$ cat config.mk
export PLATFORM = sky130hd
export DESIGN_NAME = ata_taskfile_issue_sequencer_top
export DESIGN_NICKNAME = d
export VERILOG_FILES = /design/src/rtl/atis_pkg.sv /design/src/rtl/ata_taskfile_issue_sequencer_top.sv /design/src/rtl/atis_front.sv /design/src/rtl/atis_queue.sv /design/src/rtl/atis_back.sv
export SDC_FILE = /design/constraint.sdc
export NUM_CORES = 1
export LEC_CHECK = 0
export ABC_AREA = 1
export BUFFER_PORTS_ARGS = -buffer_cell sky130_fd_sc_hd__buf_4
export CORE_ASPECT_RATIO = 0.75
export CORE_MARGIN = 5
export CORE_UTILIZATION = 25
export DETAILED_ROUTE_END_ITERATION = 7
export PLACE_DENSITY = 0.4
export SLEW_MARGIN = 20
export SYNTH_ARGS = -nofsm -noshare
export SYNTH_HDL_FRONTEND = slang
export SYNTH_SLANG_ARGS = --single-unit
$ cat constraint.sdc
create_clock -name i_clk -period 4 [get_ports i_clk]
set_input_delay 1 -clock i_clk [delete_from_list [all_inputs] [get_ports i_clk]]
set_output_delay 1 -clock i_clk [all_outputs]
set_load 0.1 [all_outputs]
$ cat src/rtl/atis_pkg.sv
// ----------------------------------------------------------------------------
// atis_pkg
// shared types and constants of the ata taskfile issue sequencer
// ----------------------------------------------------------------------------
package atis_pkg;

    localparam int unsigned QUEUE_DEPTH = 4;

    // register file indexes
    localparam logic [2:0] CFG_DEVICE_PRESENT  = 3'd0;
    localparam logic [2:0] CFG_DEVICE_IS_ATA   = 3'd1;
    localparam logic [2:0] CFG_LBA28_SUPPORTED = 3'd2;
    localparam logic [2:0] CFG_TOTAL_SECTORS   = 3'd3;
    localparam logic [2:0] CFG_DRIVE_SELECT    = 3'd4;

    localparam logic [31:0] LBA48_LIMIT = 32'h1000_0000;

    // register blocks and offsets
    localparam logic       BLK_COMMAND  = 1'b0;
    localparam logic       BLK_CONTROL  = 1'b1;
    localparam logic [2:0] OFF_NONE     = 3'd0;
    localparam logic [2:0] OFF_DEV_CTRL = 3'd2;
    localparam logic [2:0] OFF_COUNT    = 3'd2;
    localparam logic [2:0] OFF_LBA_LO   = 3'd3;
    localparam logic [2:0] OFF_LBA_MID  = 3'd4;
    localparam logic [2:0] OFF_LBA_HI   = 3'd5;
    localparam logic [2:0] OFF_DEVICE   = 3'd6;
    localparam logic [2:0] OFF_COMMAND  = 3'd7;

    localparam logic [7:0] CTRL_NIEN     = 8'h02;
    localparam logic [7:0] CTRL_HOB      = 8'h80;
    localparam logic [7:0] DEV_CHS       = 8'hA0;
    localparam logic [7:0] DEV_LBA       = 8'hE0;
    localparam logic [7:0] CMD_READ      = 8'h20;
    localparam logic [7:0] CMD_READ_EXT  = 8'h24;
    localparam logic [7:0] CMD_WRITE     = 8'h30;
    localparam logic [7:0] CMD_WRITE_EXT = 8'h34;

    // emit steps: lba48 runs all, chs and lba28 jump from the device write to the tail
    localparam logic [4:0] STEP_FIRST  = 5'd0;
    localparam logic [4:0] STEP_DEVICE = 5'd1;
    localparam logic [4:0] STEP_TAIL   = 5'd14;
    localparam logic [4:0] STEP_LAST   = 5'd18;

    typedef enum logic [1:0] {
        MODE_CHS   = 2'd0,
        MODE_LBA28 = 2'd1,
        MODE_LBA48 = 2'd2
    } t_mode;

    typedef struct packed {
        logic        device_present;
        logic        device_is_ata;
        logic        lba28_supported;
        logic [31:0] total_sectors;
        logic        drive_select;
    } t_cfg;

    typedef struct packed {
        logic       rejected;
        t_mode      mode;
        logic [7:0] dev;
        logic [7:0] cmd;
        logic [7:0] cnt;
        logic [7:0] b0;
        logic [7:0] b1;
        logic [7:0] b2;
        logic [7:0] b3;
    } t_desc;

    typedef struct packed {
        logic  valid;
        t_desc desc;
    } t_q_head;

endpackage

$ cat src/rtl/ata_taskfile_issue_sequencer_top.sv
// ----------------------------------------------------------------------------
// ata_taskfile_issue_sequencer_top
// sector request to ata taskfile register write sequence
// ----------------------------------------------------------------------------
// path: a request passes intake stages a, b and c, the queue and the emitter output register
// throughput: one word per cycle while tready allows, 7 words per request (19 for lba48, 1 if rejected)
// the emitter, giving one register write per cycle unless the output stalls, sets the request rate
// reset: synchronous active low, empties pipeline and queue, clears config to zero
module ata_taskfile_issue_sequencer_top #(
    parameter int unsigned QUEUE_DEPTH = atis_pkg::QUEUE_DEPTH
) (
    input  logic        i_clk,
    input  logic        i_rst_n,
    input  logic        i_cfg_wr_en,
    input  logic [2:0]  i_cfg_addr,
    input  logic [31:0] i_cfg_wdata,
    input  logic        s_axis_tvalid,
    output logic        s_axis_tready,
    input  logic [47:0] s_axis_tdata,   // direction, lba[31:0], sector_count[7:0]
    output logic        m_axis_tvalid,
    input  logic        m_axis_tready,
    output logic [15:0] m_axis_tdata,   // port_block, port_offset[2:0], write_value[7:0]
    output logic        m_axis_tuser,   // rejected
    output logic        m_axis_tlast
);
    import atis_pkg::*;

    t_cfg    r_cfg;
    t_desc   front_desc;
    t_q_head q_head;
    logic    front_push;
    logic    q_full;
    logic    back_pop;
    logic    out_blk;
    logic [2:0] out_off;
    logic [7:0] out_val;

    always_ff @(posedge i_clk) begin
        if (!i_rst_n) begin
            r_cfg <= '0;
        end else if (i_cfg_wr_en) begin
            case (i_cfg_addr)
                CFG_DEVICE_PRESENT:  r_cfg.device_present  <= i_cfg_wdata[0];
                CFG_DEVICE_IS_ATA:   r_cfg.device_is_ata   <= i_cfg_wdata[0];
                CFG_LBA28_SUPPORTED: r_cfg.lba28_supported <= i_cfg_wdata[0];
                CFG_TOTAL_SECTORS:   r_cfg.total_sectors   <= i_cfg_wdata;
                CFG_DRIVE_SELECT:    r_cfg.drive_select    <= i_cfg_wdata[0];
                default:             r_cfg <= r_cfg;
            endcase
        end
    end

    atis_front u_front (
        .i_clk          (i_clk),
        .i_rst_n        (i_rst_n),
        .i_cfg          (r_cfg),
        .i_valid        (s_axis_tvalid),
        .o_ready        (s_axis_tready),
        .i_direction    (s_axis_tdata[0]),
        .i_lba          (s_axis_tdata[32:1]),
        .i_sector_count (s_axis_tdata[40:33]),
        .i_q_full       (q_full),
        .o_push         (front_push),
        .o_desc         (front_desc)
    );

    atis_queue #(
        .DEPTH (QUEUE_DEPTH)
    ) u_queue (
        .i_clk   (i_clk),
        .i_rst_n (i_rst_n),
        .i_push  (front_push),
        .i_desc  (front_desc),
        .o_full  (q_full),
        .i_pop   (back_pop),
        .o_head  (q_head)
    );

    atis_back u_back (
        .i_clk         (i_clk),
        .i_rst_n       (i_rst_n),
        .i_head        (q_head),
        .o_pop         (back_pop),
        .o_valid       (m_axis_tvalid),
        .i_ready       (m_axis_tready),
        .o_port_block  (out_blk),
        .o_port_offset (out_off),
        .o_write_value (out_val),
        .o_rejected    (m_axis_tuser),
        .o_last_write  (m_axis_tlast)
    );

    assign m_axis_tdata = {4'd0, out_val, out_off, out_blk};

`ifndef SYNTH
    a_reject_single_word: assert property (@(posedge i_clk) disable iff (!i_rst_n)
        (m_axis_tvalid && m_axis_tuser) |-> (m_axis_tlast && m_axis_tdata[11:0] == 12'd0))
        else $error("rejected word not a lone final word");

    a_last_is_opcode: assert property (@(posedge i_clk) disable iff (!i_rst_n)
        (m_axis_tvalid && m_axis_tlast && !m_axis_tuser) |->
        (m_axis_tdata[3:1] == OFF_COMMAND && m_axis_tdata[0] == BLK_COMMAND))
        else $error("final word is not the command register write");

    a_reset_clears_output: assert property (@(posedge i_clk)
        !i_rst_n |=> !m_axis_tvalid)
        else $error("output valid after reset");
`endif

endmodule

$ cat src/rtl/atis_front.sv
// ----------------------------------------------------------------------------
// atis_front
// request intake: range check, mode choice and chs address split
// ----------------------------------------------------------------------------
module atis_front (
    input  logic            i_clk,
    input  logic            i_rst_n,
    input  atis_pkg::t_cfg  i_cfg,
    input  logic            i_valid,
    output logic            o_ready,
    input  logic            i_direction,
    input  logic [31:0]     i_lba,
    input  logic [7:0]      i_sector_count,
    input  logic            i_q_full,
    output logic            o_push,
    output atis_pkg::t_desc o_desc
);
    import atis_pkg::*;

    localparam int unsigned RECIP_SHIFT = 38;
    localparam logic [28:0] DIV1008_RECIP = 29'((64'd1 << RECIP_SHIFT) / 64'd1008);
    localparam logic [10:0] CHS_CYL_SPAN  = 11'd1008;
    localparam logic [10:0] DIV63_RECIP   = 11'd1041;

    // stage a: registered request
    logic        r_a_valid;
    logic        r_a_dir;
    logic [31:0] r_a_lba;
    logic [7:0]  r_a_cnt;
    // stage b
    logic        r_b_valid;
    logic        r_b_dir;
    logic [31:0] r_b_lba;
    logic [7:0]  r_b_cnt;
    logic        r_b_rej;
    t_mode       r_b_mode;
    logic [18:0] r_b_q0;
    // stage c
    logic        r_c_valid;
    logic        r_c_dir;
    logic [31:0] r_c_lba;
    logic [7:0]  r_c_cnt;
    logic        r_c_rej;
    t_mode       r_c_mode;
    logic [15:0] r_c_cyl;
    logic [9:0]  r_c_rem;

    logic        a_ready;
    logic        b_ready;
    logic        c_ready;
    logic        a_rej;
    t_mode       a_mode;
    logic [56:0] a_prod;
    logic [28:0] b_qx;
    logic [28:0] b_r0;
    logic [18:0] b_q;
    logic [9:0]  b_r;
    logic [20:0] c_hprod;
    logic [3:0]  c_head;
    logic [9:0]  c_h63;
    logic [7:0]  c_sector;
    logic [3:0]  dev_head;

    assign c_ready = !r_c_valid || !i_q_full;
    assign b_ready = !r_b_valid || c_ready;
    assign a_ready = !r_a_valid || b_ready;
    assign o_ready = a_ready;

    always_comb begin
        a_rej = !i_cfg.device_present || !i_cfg.device_is_ata ||
                (({1'b0, r_a_lba} + {25'd0, r_a_cnt}) > {1'b0, i_cfg.total_sectors});
        if (r_a_lba >= LBA48_LIMIT) begin
            a_mode = MODE_LBA48;
        end else if (i_cfg.lba28_supported) begin
            a_mode = MODE_LBA28;
        end else begin
            a_mode = MODE_CHS;
        end
        a_prod = {29'd0, r_a_lba[27:0]} * {28'd0, DIV1008_RECIP};
    end

    always_comb begin
        b_qx = ({10'd0, r_b_q0} << 10) - ({10'd0, r_b_q0} << 4);
        b_r0 = {1'b0, r_b_lba[27:0]} - b_qx;
        if (b_r0[10:0] >= CHS_CYL_SPAN) begin
            b_q = r_b_q0 + 19'd1;
            b_r = 10'(b_r0[10:0] - CHS_CYL_SPAN);
        end else begin
            b_q = r_b_q0;
            b_r = b_r0[9:0];
        end
    end

    always_comb begin
        c_hprod  = {11'd0, r_c_rem} * {10'd0, DIV63_RECIP};
        c_head   = c_hprod[19:16];
        c_h63    = ({6'd0, c_head} << 6) - {6'd0, c_head};
        c_sector = 8'(r_c_rem - c_h63) + 8'd1;
        o_desc.rejected = r_c_rej;
        o_desc.mode     = r_c_mode;
        o_desc.cnt      = r_c_cnt;
        o_desc.b3       = 8'd0;
        dev_head        = 4'd0;
        case (r_c_mode)
            MODE_LBA48: begin
                o_desc.b0 = r_c_lba[7:0];
                o_desc.b1 = r_c_lba[15:8];
                o_desc.b2 = r_c_lba[23:16];
                o_desc.b3 = r_c_lba[31:24];
            end
            MODE_LBA28: begin
                o_desc.b0 = r_c_lba[7:0];
                o_desc.b1 = r_c_lba[15:8];
                o_desc.b2 = r_c_lba[23:16];
                dev_head  = r_c_lba[27:24];
            end
            default: begin
                o_desc.b0 = c_sector;
                o_desc.b1 = r_c_cyl[7:0];
                o_desc.b2 = r_c_cyl[15:8];
                dev_head  = c_head;
            end
        endcase
        o_desc.dev = ((r_c_mode == MODE_CHS) ? DEV_CHS : DEV_LBA) |
                     {3'd0, i_cfg.drive_select, dev_head};
        if (!r_c_dir) begin
            o_desc.cmd = (r_c_mode == MODE_LBA48) ? CMD_READ_EXT : CMD_READ;
        end else begin
            o_desc.cmd = (r_c_mode == MODE_LBA48) ? CMD_WRITE_EXT : CMD_WRITE;
        end
    end

    assign o_push = r_c_valid && !i_q_full;

    always_ff @(posedge i_clk) begin
        if (!i_rst_n) begin
            r_a_valid <= 1'b0;
            r_b_valid <= 1'b0;
            r_c_valid <= 1'b0;
        end else begin
            if (a_ready) begin
                r_a_valid <= i_valid;
            end
            if (b_ready) begin
                r_b_valid <= r_a_valid;
            end
            if (c_ready) begin
                r_c_valid <= r_b_valid;
            end
        end
    end

    always_ff @(posedge i_clk) begin
        if (a_ready && i_valid) begin
            r_a_dir <= i_direction;
            r_a_lba <= i_lba;
            r_a_cnt <= i_sector_count;
        end
        if (b_ready && r_a_valid) begin
            r_b_dir  <= r_a_dir;
            r_b_lba  <= r_a_lba;
            r_b_cnt  <= r_a_cnt;
            r_b_rej  <= a_rej;
            r_b_mode <= a_mode;
            r_b_q0   <= a_prod[56:38];
        end
        if (c_ready && r_b_valid) begin
            r_c_dir  <= r_b_dir;
            r_c_lba  <= r_b_lba;
            r_c_cnt  <= r_b_cnt;
            r_c_rej  <= r_b_rej;
            r_c_mode <= r_b_mode;
            r_c_cyl  <= b_q[15:0];
            r_c_rem  <= b_r;
        end
    end

endmodule

$ cat src/rtl/atis_queue.sv
// ----------------------------------------------------------------------------
// atis_queue
// short descriptor queue between intake and emitter
// ----------------------------------------------------------------------------
module atis_queue #(
    parameter int unsigned DEPTH = atis_pkg::QUEUE_DEPTH
) (
    input  logic              i_clk,
    input  logic              i_rst_n,
    input  logic              i_push,
    input  atis_pkg::t_desc   i_desc,
    output logic              o_full,
    input  logic              i_pop,
    output atis_pkg::t_q_head o_head
);
    import atis_pkg::*;

    localparam int unsigned PW = (DEPTH > 1) ? $clog2(DEPTH) : 1;
    localparam int unsigned CW = $clog2(DEPTH + 1);
    localparam logic [PW-1:0] PTR_LAST = PW'(DEPTH - 1);
    localparam logic [CW-1:0] CNT_FULL = CW'(DEPTH);

    t_desc         r_mem [DEPTH];
    logic [PW-1:0] r_wr_ptr;
    logic [PW-1:0] r_rd_ptr;
    logic [CW-1:0] r_count;
    logic          do_pop;

    assign o_full      = (r_count == CNT_FULL);
    assign o_head.valid = (r_count != '0);
    assign o_head.desc  = r_mem[r_rd_ptr];
    assign do_pop       = i_pop && o_head.valid;

    always_ff @(posedge i_clk) begin
        if (i_push) begin
            r_mem[r_wr_ptr] <= i_desc;
        end
    end

    always_ff @(posedge i_clk) begin
        if (!i_rst_n) begin
            r_wr_ptr <= '0;
            r_rd_ptr <= '0;
            r_count  <= '0;
        end else begin
            if (i_push) begin
                r_wr_ptr <= (r_wr_ptr == PTR_LAST) ? '0 : r_wr_ptr + PW'(1);
            end
            if (do_pop) begin
                r_rd_ptr <= (r_rd_ptr == PTR_LAST) ? '0 : r_rd_ptr + PW'(1);
            end
            case ({i_push, do_pop})
                2'b10:   r_count <= r_count + CW'(1);
                2'b01:   r_count <= r_count - CW'(1);
                default: r_count <= r_count;
            endcase
        end
    end

endmodule

$ cat src/rtl/atis_back.sv
// ----------------------------------------------------------------------------
// atis_back
// register write emitter, one word per cycle from the queue head while the output is ready
// ----------------------------------------------------------------------------
module atis_back (
    input  logic              i_clk,
    input  logic              i_rst_n,
    input  atis_pkg::t_q_head i_head,
    output logic              o_pop,
    output logic              o_valid,
    input  logic              i_ready,
    output logic              o_port_block,
    output logic [2:0]        o_port_offset,
    output logic [7:0]        o_write_value,
    output logic              o_rejected,
    output logic              o_last_write
);
    import atis_pkg::*;

    logic [4:0] r_step;
    logic       r_valid;
    logic       r_blk;
    logic [2:0] r_off;
    logic [7:0] r_val;
    logic       r_rej;
    logic       r_last;

    logic       advance;
    logic       fire;
    logic       w_blk;
    logic [2:0] w_off;
    logic [7:0] w_val;
    logic       w_last;
    logic [4:0] n_step;
    t_desc      d;

    assign d       = i_head.desc;
    assign advance = !r_valid || i_ready;
    assign fire    = advance && i_head.valid;
    assign o_pop   = fire && w_last;

    always_comb begin
        w_blk  = BLK_COMMAND;
        w_off  = OFF_NONE;
        w_val  = 8'd0;
        w_last = 1'b0;
        if (d.rejected) begin
            w_last = 1'b1;
        end else begin
            case (r_step)
                5'd0, 5'd4, 5'd7, 5'd10, 5'd13: begin
                    w_blk = BLK_CONTROL;
                    w_off = OFF_DEV_CTRL;
                    w_val = CTRL_NIEN;
                end
                5'd2, 5'd5, 5'd8, 5'd11: begin
                    w_blk = BLK_CONTROL;
                    w_off = OFF_DEV_CTRL;
                    w_val = CTRL_HOB | CTRL_NIEN;
                end
                5'd1: begin
                    w_off = OFF_DEVICE;
                    w_val = d.dev;
                end
                5'd3: w_off = OFF_COUNT;
                5'd6: begin
                    w_off = OFF_LBA_LO;
                    w_val = d.b3;
                end
                5'd9:  w_off = OFF_LBA_MID;
                5'd12: w_off = OFF_LBA_HI;
                5'd14: begin
                    w_off = OFF_COUNT;
                    w_val = d.cnt;
                end
                5'd15: begin
                    w_off = OFF_LBA_LO;
                    w_val = d.b0;
                end
                5'd16: begin
                    w_off = OFF_LBA_MID;
                    w_val = d.b1;
                end
                5'd17: begin
                    w_off = OFF_LBA_HI;
                    w_val = d.b2;
                end
                default: begin
                    w_off  = OFF_COMMAND;
                    w_val  = d.cmd;
                    w_last = 1'b1;
                end
            endcase
        end
        if (w_last) begin
            n_step = STEP_FIRST;
        end else if (r_step == STEP_DEVICE && d.mode != MODE_LBA48) begin
            n_step = STEP_TAIL;
        end else begin
            n_step = r_step + 5'd1;
        end
    end

    always_ff @(posedge i_clk) begin
        if (!i_rst_n) begin
            r_valid <= 1'b0;
            r_step  <= STEP_FIRST;
        end else begin
            if (advance) begin
                r_valid <= i_head.valid;
            end
            if (fire) begin
                r_step <= n_step;
            end
        end
    end

    always_ff @(posedge i_clk) begin
        if (fire) begin
            r_blk  <= w_blk;
            r_off  <= w_off;
            r_val  <= w_val;
            r_rej  <= d.rejected;
            r_last <= w_last;
        end
    end

    assign o_valid       = r_valid;
    assign o_port_block  = r_blk;
    assign o_port_offset = r_off;
    assign o_write_value = r_val;
    assign o_rejected    = r_rej;
    assign o_last_write  = r_last;

endmodule
==> run summary, run 1 <==
failing checks - negative setup slack
WL met2 - 31.91 mm
CP Launch Type - flip-flop
WL final - 76.10 mm
CP endpoint kind - flip-flop
Setup CP Type - reg -> reg
Vias/cell - 4.458
Yosys top cell by area - edfxtp_1
First DRT Iteration DRCs - 1329
count leader, synth - nand2_1
min setup slack post-route - -0.4218 ns
CP arrival - 4.76 ns
Final Hold Vio Count - 0
I/O Buffers - 96
# diodes - 0
drt drc - 0
total track usage - 14.06%
EDFF count, synth - 387
core area - 0.09884 mm²
met1 wire length - 39.23 mm
Ports - 108
largest net degree at the start of global routing - 85
H-tree levels - 2
post-synth top area share - 46.80%
internal power - 13.50 mW
vias in the first global route - 19.13k
outcome - complete, but fails checks
first-pass GRT wire length - 115.5 mm
final instance area - 0.03200 mm²
library cells used by synthesis - 55
Async S/R FF share, synth - 0%
Slew Limit Fails - 0
Yosys warning count - 0
Max-slew headroom - 37.61%
Synth area leaders - edfxtp_1 47%, ha_1 13%, nand2_1 6.1%
Worst Hold Class - reg -> reg
initial antenna violation count - 2
Synth Flop Type - edfxtp_1
Seq pwr share - 25.5%
Hold Buf Count CTS - 0
CTS tree - built
Layout area overhead - 28.89%
Worst-Skew Late Latency - 0.61 ns
Max FO, Critical Path - 3
synthesized cell area - 0.02483 mm²
Final ANT Viol Nets - 0
Reg clk slew, reported paths - 0.06 ns
area of the multi-input gates - 0.01220 mm²
routed wl met3 - 3.620 mm
FP Rows - 100
Yosys reg bits - 441
post-synthesis sequential area ratio - 51.16%
RSZ-0062 raised after global routing - yes
Final Skew - 0.02913 ns
P_sw - 10.08 mW
CTS Buf Count - 45
routed len/inst - 18.12 µm
post-synthesis average cell area - 9.952 µm²
CP required - 4.34 ns
Die W - 373.9 µm
Worst Max-Slew Pin Slew - 0.9358 ns
Cells after Synth - 2495
top routing layer in use - met4
fin crit period - 4.422 ns
clock network fraction of total power - 17.6%
CTS root buffer - clkbuf_16
CTS sink cnt - 441
DR pass1 iterations - 5
f_max - 226.2 MHz
NumNets Final - 3218
Peak VDD IR - 0.5439 mV
fin crit share - 110.5%
Die Height - 282.9 µm
register area - 0.01270 mm²
Initial Util - 25.12%
HPWL after detailed placement - 57.98 mm
Final setup viols - 24
GRT Residual Overflow - 0
worst-case clock buffer depth - 3
share of layout cells above drive strength 1 - 23.88%
combinational cell fraction of total power - 56.9%
Placer Congestion - 0.8552
pwr dens - 736.7 mW/mm²
DR vias - 18.72k
Setup WS pre-CTS - -0.5759 ns
Max-Cap Viols - 0
Net Sw Frac - 42.74%
Commonest cells post-synth - 406 x nand2_1, 387 x edfxtp_1, 320 x inv_1
Die ar. - 0.1058 mm²
Lkg Pwr - 12.93 nW
Fillers - 10.18k
DP Area - 0.02885 mm²
timing repair:
action / 4_1_cts / 5_1_grt
resized for setup: 149 / 150
pin swaps: 64 / 86
buffers inserted: 19 / 15
endpoints found under the setup margin: 36 / 37
path summary, 6_finish.rpt:
| check | depth (start not counted) | to | from | slack (ns) |
|---|---|---|---|---|
| worst max register to register | 16 | u_front.r_b_q0[13] | u_front.r_a_lba[9] | -0.42 |
| worst min register to register | 0 | u_front.r_c_mode[1] | u_front.r_b_mode[1] | 0.42 |
| worst max-delay path | 16 | u_front.r_b_q0[13] | u_front.r_a_lba[9] | -0.42 |
| worst min-delay path | 0 | u_front.r_c_mode[1] | u_front.r_b_mode[1] | 0.42 |
through the flow:
| stage | hold WS, ns | TNS (ns) | util (%) | total power, mW | instances |
|---|---|---|---|---|---|
| 2_1_floorplan | 0.4003 | 0 | - | 12.88 | 2498 |
| 3_3_place_gp | 0.4017 | -13.78 | 29.19 | 17.07 | 4084 |
| 3_5_place_dp | 0.4054 | -15.22 | 29.19 | 17.12 | 4084 |
| 4_1_cts | 0.4199 | -6.318 | 31.57 | 22.65 | 4187 |
| 5_1_grt | 0.4305 | -9.519 | 32.38 | 25.39 | 4199 |
| 6_report | 0.4181 | -5.243 | 32.38 | 23.58 | 4199 |
cell type report:
| type | instances | area share, % |
|---|---|---|
| Tap cell | 1326 | 5.184 |
| Clock buffer | 64 | 3.960 |
| Multi-Input combinational cell | 1667 | 38.13 |
| Inverter | 329 | 3.866 |
| Clock inverter | 20 | 0.5786 |
| Timing Repair Buffer | 352 | 8.593 |
| Sequential cell | 441 | 39.69 |
layer usage:
metal	track usage [%]	vias up
li1	-	9233
met1	21.29	9058
met2	20.75	347
met3	2.655	81
met4	3.060	0
met5	0	-
power by group through the flow:
stage,combinational [mW],sequential [mW],clock [mW]
after floorplan,6.39,6.49,0
after global placement,11.0,6.11,0
after detailed placement,11.0,6.12,0
after CTS,12.3,6.03,4.31
after global routing,14.8,6.06,4.49
final,13.4,6.02,4.15
worst max-delay path, cell delays in order, from the launching register on:
cell and delay [ns]:
edfxtp_1 0.50, ha_4 0.29, fa_2 0.56, inv_2 0.05, fa_1 0.53, inv_2 0.06, fa_2 0.54, ha_4 0.20
ha_4 0.30, nand2_4 0.07, buf_6 0.13, nor2_4 0.13, nand2_1 0.10, nor4_2 0.24, nand3_1 0.14, nand4_1 0.21
xor2_1 0.11
sequential cells by signal, indices dropped and copies added (netlist names), 3 cells and up, named ones only:
| register | cells |
|---|---|
| u_back.o_port_offset | 3 |
| u_queue.r_mem | 204 |
| u_front.r_c_cnt | 8 |
| u_back.r_step | 5 |
| u_front.r_c_cyl | 16 |
| u_front.r_c_lba | 30 |
| u_front.r_c_rem | 10 |
| u_front.r_b_lba | 32 |
| u_queue.r_count | 3 |
| u_front.r_b_cnt | 8 |
| u_front.r_b_q0 | 16 |
| u_front.r_a_cnt | 8 |
| u_front.r_a_lba | 32 |
| u_back.o_write_value | 8 |
| r_cfg | 36 |
layout by cell type, fill, tap and decap left out, drive strengths merged, types with 43 or more instances in the layout:
cell	n
nor2	266
nand2	412
o22ai	43
buf	352
clkbuf	64
inv	330
edfxtp	387
xor2	56
dfxtp	54
ha	262
a21oi	144
nand3	90
o21ai	202
logic make-up (layout without fill, tap and decap cells):
| kind of cell | after synthesis | after routing | synth area share, % |
|---|---|---|---|
| adder cells (fa/ha/maj) | 294 | 294 | 15.78 |
| AND/OR/NAND/NOR | 859 | 859 | 14.64 |
| flip-flops | 441 | 441 | 51.16 |
| XOR/XNOR | 73 | 73 | 2.741 |
| AO/OA/AOI/OAI | 437 | 437 | 9.579 |
| other | 1 | 4 | 0.01510 |
| buffers and inverters | 390 | 765 | 6.087 |
No activity file was read; power rests on OpenSTA's default activity.
==> run 2: changes to the inputs <==
CORE_MARGIN = 4   (was 5)
CTS_CLUSTER_SIZE = 14   (was default)
==> run 2 against run 1 <==
Net effect: the flow still finishes with violations (negative setup slack); combinational power is 4% lower; via count decreased by 1.1%; non-clock buffer count down 18; global-route usage increased by 0.21 points; final cell count down 0.69%; sequential share of layout area up 0.39 points; sequential power is essentially flat; routed wire length shrank 1.3%; hold slack lost 0.012 ns; maximum frequency grew 1.8%; critical path depth increased by 3; die area decreased by 1.2%; critical endpoint is now u_front.r_b_q0[15].
==> run summary, run 2 (synthesized netlist as in run 1, its figures left out) <==
CTS sink cnt - 441 (unchanged)
CTS tree - built
f_max - 230.3 MHz (+1.8%)
NumNets Final - 3201 (-0.53%)
CP max stage delay - 0.51 ns (-0.05 ns)
I/O Buffers - 96 (unchanged)
Max FO, Critical Path - 3 (unchanged)
worst-case clock buffer depth - 3 (unchanged)
CTS root buffer - clkbuf_16
Layout area overhead - 27.62%
vias in the first global route - 18.70k (-2.2%)
CTS Buf Count - 46 (+2.2%)
first-pass GRT wire length - 113.9 mm (-1.4%)
Final setup viols - 24 (unchanged)
Hold Slack - 0.4060 ns (-0.01214 ns)
critical-path cell list - ha_4, inv_2, fa_1, inv_2, fa_1, inv_1, fa_1, inv_2, ha_4, ha_4, nand2_4, nor2_4, inv_2, nor3_2, inv_1, nor4_2, o211ai_1, nand4_1, nand2_1
H-tree levels - 2 (unchanged)
Ports - 108 (unchanged)
CP arrival - 4.71 ns (-0.05 ns)
drt drc - 0 (unchanged)
Hold EP - u_front.r_c_lba[13]
CP endpoint kind - flip-flop
Regs by FF count - u_queue.r_mem (204), r_cfg (36)
R2R Setup Slk - -0.34 ns (+0.08 ns)
min setup slack post-route - -0.3426 ns (+0.07918 ns)
total track usage - 14.27% (+0.21 points)
Total Power - 22.97 mW (-2.6%)
Final Skew - 0.04289 ns (+0.01376 ns)
Final Hold Vio Count - 0 (unchanged)
failing checks - negative setup slack
pwr dens - 724.8 mW/mm² (-1.6%)
Final ANT Viol Nets - 0 (unchanged)
area of the multi-input gates - 0.01209 mm² (-0.92%)
Die Height - 280.9 µm (-0.71%)
DR pass1 iterations - 5 (unchanged)
First DRT Iteration DRCs - 1065 (-20%)
CP required - 4.36 ns (+0.02 ns)
register area - 0.01270 mm² (unchanged)
largest register by flop count - u_queue.r_mem
fin crit period - 4.343 ns (-0.07918 ns)
FP Rows - 99 (-1.0%)
Die W - 371.9 µm (-0.53%)
highest-count cells in the layout ignoring fill and taps - 387 x edfxtp_1, 370 x nand2_1, 322 x buf_4
commonest non-fill, non-tap cell in the layout - edfxtp_1
Setup CP Type - reg -> reg
Fillers - 10.14k (-0.44%)
Peak VDD IR - 0.4752 mV (-13%)
Worst Max-Slew Pin Slew - 0.9575 ns (+0.02170 ns)
Worst Hold Class - reg -> reg
r2r startpoint - u_front.r_a_lba[1]
Max-slew headroom - 36.17% (-1.4 points)
initial antenna violation count - 3 (+1)
Hold Buf Count CTS - 0 (unchanged)
share of layout cells above drive strength 1 - 22.96% (-0.92 points)
RSZ-0062 raised after global routing - yes
final core utilization - 32.38% (about the same)
DR vias - 18.52k (-1.1%)
Placer Congestion - 0.8362 (-2.2%)
worst reg2reg endpoint - u_front.r_b_q0[15]
Initial Util - 25.37% (+0.25 points)
Lkg Pwr - 12.79 nW (-1.1%)
# diodes - 0 (unchanged)
Die ar. - 0.1045 mm² (-1.2%)
core area - 0.09786 mm² (-1.0%)
Reg clk slew, reported paths - 0.06 ns (about the same)
Vias/cell - 4.441 (-0.38%)
Max-Cap Viols - 0 (unchanged)
max reg flops - 204 (unchanged)
Slew Limit Fails - 0 (unchanged)
crit-path most repeated cell - inv_2
CP Launch Type - flip-flop
HP Start - u_front.r_b_lba[13]
largest net degree at the start of global routing - 82 (-3.5%)
routed len/inst - 18.01 µm (-0.59%)
HPWL after detailed placement - 56.58 mm (-2.4%)
outcome - complete, but fails checks
Crit-path slowest cell - fa_1
Worst-Skew Late Latency - 0.61 ns (about the same)
fin crit share - 108.6% (-2.0 points)
GRT Residual Overflow - 0 (unchanged)
worst hold stages - 0 (unchanged)
R2R cell count - 19 (+3)
WL final - 75.12 mm (-1.3%)
run 2: worst max-delay path: cells and delay by family (launching register included):
family,cells,cell delay [ns]
fa+ha+maj,6,2.31
simple gates,6,0.76
flops,1,0.44
buf+inv,6,0.33
compound gates,1,0.27
run 2: final cells by class:
class	instances	area share, %
clock inverter	26	0.5765
tap	1313	5.184
inverter	329	3.897
sequential	441	40.09
clock buffer	60	4.023
timing repair buffer	334	8.082
multi-input combinational	1667	38.15
run 2: through the flow:
stage	worst slack (ns)	instances	TNS [ns]	instance area (µm²)
2_1_floorplan	0.001364	2498	0	24990
3_3_place_gp	-0.5703	4049	-13.99	28660
3_5_place_dp	-0.6166	4049	-14.12	28660
4_1_cts	-0.3745	4157	-4.956	31120
5_1_grt	-0.4719	4170	-9.387	31690
6_report	-0.3426	4170	-4.061	31690
run 2: routing by layer:
| metal | track usage, % | part of all wire (%) |
|---|---|---|
| met1 | 22.06 | 53 |
| met2 | 20.91 | 42 |
| met3 | 2.602 | 4.3 |
| met4 | 2.209 | 1.1 |
| met5 | 0 | 0 |
run 2: what timing repair did:
action	in CTS	in global routing
resized for setup	143	109
buffers inserted	23	14
cloned	0	0
endpoints found under the setup margin	36	37
pin swaps	69	61
run 2: worst max-delay path by stage:
stage,startpoint,to,depth (start not counted)
floorplan,u_front.r_a_lba[7],u_front.r_b_q0[15],19
global placement,u_front.r_a_lba[9],u_front.r_b_q0[3],18
detailed placement,u_front.r_a_lba[6],u_front.r_b_q0[14],18
CTS,u_front.r_a_lba[3],u_front.r_b_q0[6],19
global route,u_front.r_a_lba[1],u_front.r_b_q0[15],19
finish,u_front.r_a_lba[1],u_front.r_b_q0[15],19
run 2: where the power goes:
group	internal, mW	switching [mW]
Sequential	5.72	0.312
Combinational	5.12	7.64
Clock	2.33	1.85
Total	13.2	9.80
==> run 3: changes to the inputs <==
SYNTH_HIERARCHICAL = 1   (was default)
==> run 3 against run 2 <==
Net effect: the run still ends with negative setup slack left; worst setup slack got worse by 0.049 ns; critical path depth did not move; first-iteration DRC count grew 3.7%; die area grew 8.3%; critical endpoint is now u_front/r_b_q0[3]; largest cell class unchanged; largest power group unchanged.
==> run summary, run 3 <==
internal power - 11.59 mW (-12%)
Seq pwr share - 33.3% (+7.0 points)
highest-count cells in the layout ignoring fill and taps - 491 x nand2_1, 419 x edfxtp_1, 355 x buf_4
DR pass1 iterations - 5 (unchanged)
Hold Buf Count CTS - 0 (unchanged)
Commonest cells post-synth - 520 x nand2_1, 419 x edfxtp_1, 365 x inv_1
Placer Congestion - 0.8407 (+0.54%)
post-synthesis sequential area ratio - 50.71% (-0.45 points)
worst hold stages - 0 (unchanged)
R2R cell count - 19 (unchanged)
Die ar. - 0.1131 mm² (+8.3%)
count leader, synth - nand2_1
Post-Layout Cell Count - 4604 (+10%)
Max-Cap Viols - 0 (unchanged)
Yosys warning count - 6 (+6)
largest net degree at the start of global routing - 89 (+8.5%)
post-synthesis average cell area - 9.633 µm² (-3.2%)
Worst Max-Slew Pin Slew - 0.9939 ns (+0.03641 ns)
Total Power - 17.81 mW (-22%)
Final ANT Viol Nets - 0 (unchanged)
Final setup viols - 29 (+21%)
Die Height - 292.3 µm (+4.0%)
Ports - 108 (unchanged)
first-pass GRT wire length - 125.0 mm (+9.7%)
Max-slew headroom - 33.74% (-2.4 points)
worst reg2reg endpoint - u_front/r_b_q0[3]
Setup CP Type - reg -> reg
max reg flops - 236 (+16%)
Setup WS pre-CTS - -0.5865 ns (+0.03009 ns)
P_sw - 6.228 mW (-36%)
GRT Residual Overflow - 0 (unchanged)
total track usage - 14.28% (about the same)
post-synth top area share - 46.70% (-0.10 points)
Lkg Pwr - 14.20 nW (+11%)
CP Launch Type - flip-flop
initial antenna violation count - 2 (-1)
fin crit share - 109.8% (+1.2 points)
RSZ-0062 raised after global routing - yes
Die W - 387.1 µm (+4.1%)
drt drc - 0 (unchanged)
NumNets Final - 3523 (+10%)
EDFF count, synth - 419 (+8.3%)
# diodes - 0 (unchanged)
Regs by FF count - u_queue/r_mem (236), r_cfg (36)
Post-Place Cells - 4478 (+11%)
Max FO, Critical Path - 3 (unchanged)
f_max - 227.7 MHz (-1.1%)
Hold EP - u_front/r_c_cnt[7]
CTS sink cnt - 473 (+7.3%)
CTS root buffer - clkbuf_16
HPWL after detailed placement - 61.10 mm (+8.0%)
r2r startpoint - u_front/r_a_lba[1]
core area - 0.1061 mm² (+8.4%)
Async S/R FF share, synth - 0% (unchanged)
largest register by flop count - u_queue/r_mem
Yosys top cell by area - edfxtp_1
combinational cell fraction of total power - 39.0% (-17 points)
routed len/inst - 17.85 µm (-0.90%)
Final Hold Vio Count - 0 (unchanged)
Reg clk slew, reported paths - 0.06 ns (about the same)
Synth Flop Type - edfxtp_1
R2R Setup Slk - -0.39 ns (-0.05 ns)
final core utilization - 31.89% (-0.49 points)
Worst-Skew Late Latency - 0.63 ns (+0.02 ns)
HP Start - u_front/r_b_cnt[7]
Peak VDD IR - 0.4202 mV (-12%)
CTS Buf Count - 52 (+13%)
WL final - 82.20 mm (+9.4%)
First DRT Iteration DRCs - 1104 (+3.7%)
Initial Util - 25.40% (+0.029 points)
I/O Buffers - 96 (unchanged)
clock network fraction of total power - 27.7% (+9.5 points)
fin crit period - 4.391 ns (+0.04878 ns)
Worst Hold Class - reg -> reg
Final Skew - 0.03736 ns (-0.005530 ns)
Synth area leaders - edfxtp_1 47%, ha_1 12%, nand2_1 7.2%
final instance area - 0.03382 mm² (+6.7%)
DR vias - 20.17k (+8.9%)
Vias/cell - 4.382 (-1.3%)
min setup slack post-route - -0.3914 ns (-0.04878 ns)
CP arrival - 4.76 ns (+0.05 ns)
failing checks - negative setup slack
DP Area - 0.03098 mm² (+8.1%)
Cells after Synth - 2797 (+12%)
CP required - 4.37 ns (about the same)
synthesized cell area - 0.02694 mm² (+8.5%)
library cells used by synthesis - 54 (-1.8%)
Layout area overhead - 25.53%
pwr dens - 526.7 mW/mm² (-27%)
Yosys reg bits - 473 (+7.3%)
Slew Limit Fails - 0 (unchanged)
CTS tree - built
FP Rows - 103 (+4.0%)
H-tree levels - 2 (unchanged)
vias in the first global route - 20.26k (+8.4%)
CP endpoint kind - flip-flop
worst-case clock buffer depth - 3 (unchanged)
outcome - complete, but fails checks
commonest non-fill, non-tap cell in the layout - nand2_1
share of layout cells above drive strength 1 - 20.36% (-2.6 points)
Net Sw Frac - 34.96% (-7.7 points)
run 3: changes by cell type in the layout (fill, tap and decap cells not counted), sizes merged, moves of 16 or more:
cell	previous run	this run
edfxtp	387	419
inv	330	380
nand3	90	133
a21oi	144	109
o22ai	43	59
nand2	412	530
nor2	266	353
o21ai	202	182
buf	334	366
run 3: kinds of logic after synthesis:
| logic type | Yosys count | share of synthesized area, % |
|---|---|---|
| and+or+nand+nor | 1101 | 17.14 |
| adders and majority gates | 292 | 14.45 |
| AOI/OAI and AO/OA | 395 | 8.001 |
| buffers and inverters | 460 | 7.249 |
| DFF | 473 | 50.71 |
| xor gates and xnor gates | 73 | 2.401 |
| other | 3 | 0.04179 |
run 3: worst max path at each step:
stage	end	slack, ns	from	cells after the start
6_report	u_front/r_b_q0[3]	-0.39	u_front/r_a_lba[1]	19
2_1_floorplan	u_front/r_b_q0[7]	-0.01	u_front/r_a_lba[8]	19
4_1_cts	u_front/r_b_q0[12]	-0.38	u_front/r_a_lba[1]	18
5_1_grt	u_front/r_b_q0[15]	-0.53	u_front/r_a_lba[1]	19
3_3_place_gp	u_front/r_b_q0[11]	-0.63	u_front/r_a_lba[1]	18
3_5_place_dp	u_front/r_b_q0[7]	-0.59	u_front/r_a_lba[1]	21
run 3: critical path, cell delays in order, from the launching register on:
cell	delay, ns
edfxtp_1	0.53
ha_4	0.35
inv_2	0.04
fa_1	0.52
inv_2	0.06
fa_1	0.56
inv_2	0.05
fa_2	0.52
inv_2	0.04
ha_4	0.15
ha_4	0.24
nand2_1	0.07
nand2_2	0.08
a31oi_4	0.17
a21boi_4	0.22
nor2_1	0.06
nor2_1	0.12
nand2_2	0.08
buf_4	0.14
xor2_1	0.13
run 3: metal layers:
layer | track usage, % | vias up | routed length, µm | share of wire [%]
li1 | - | 10130 | - | -
met2 | 22.17 | 292 | 35690 | 43
met1 | 21.16 | 9668 | 41970 | 51
met5 | 0 | - | 13 | 0.016
met4 | 3.176 | 2 | 1499 | 1.8
met3 | 1.872 | 85 | 3015 | 3.7
run 3: metrics by stage:
stage / TNS (ns) / hold WS, ns
6_report: -6.667 / 0.4123
5_1_grt: -12.11 / 0.4026
3_3_place_gp: -15.22 / 0.4008
4_1_cts: -5.904 / 0.4048
3_5_place_dp: -14.13 / 0.4052
2_1_floorplan: -0.01033 / 0.4003
run 3: area by class of cell:
| cell class | count | area [µm²] |
|---|---|---|
| Fill cell | 11020 | 72240 |
| Sequential cell | 473 | 13670 |
| Multi-Input combinational cell | 1873 | 12400 |
| Timing Repair Buffer | 366 | 2815 |
| Tap cell | 1417 | 1773 |
| Inverter | 377 | 1423 |
| Clock buffer | 57 | 1320 |
| Clock inverter | 41 | 426.7 |
run 3: power by group through the flow:
stage	logic [mW]	clock network (mW)	registers (mW)
final	6.94	4.94	5.93
after global routing	7.73	5.34	5.95
after floorplan	3.54	0	6.03
after CTS	6.57	5.13	5.93
after global placement	5.84	0	6.04
after detailed placement	5.80	0	6.04
run 3: what timing repair did:
action	CTS	global route
buffers inserted	25	7
resized for setup	119	67
setup endpoints to repair	37	41
pin swaps	61	45
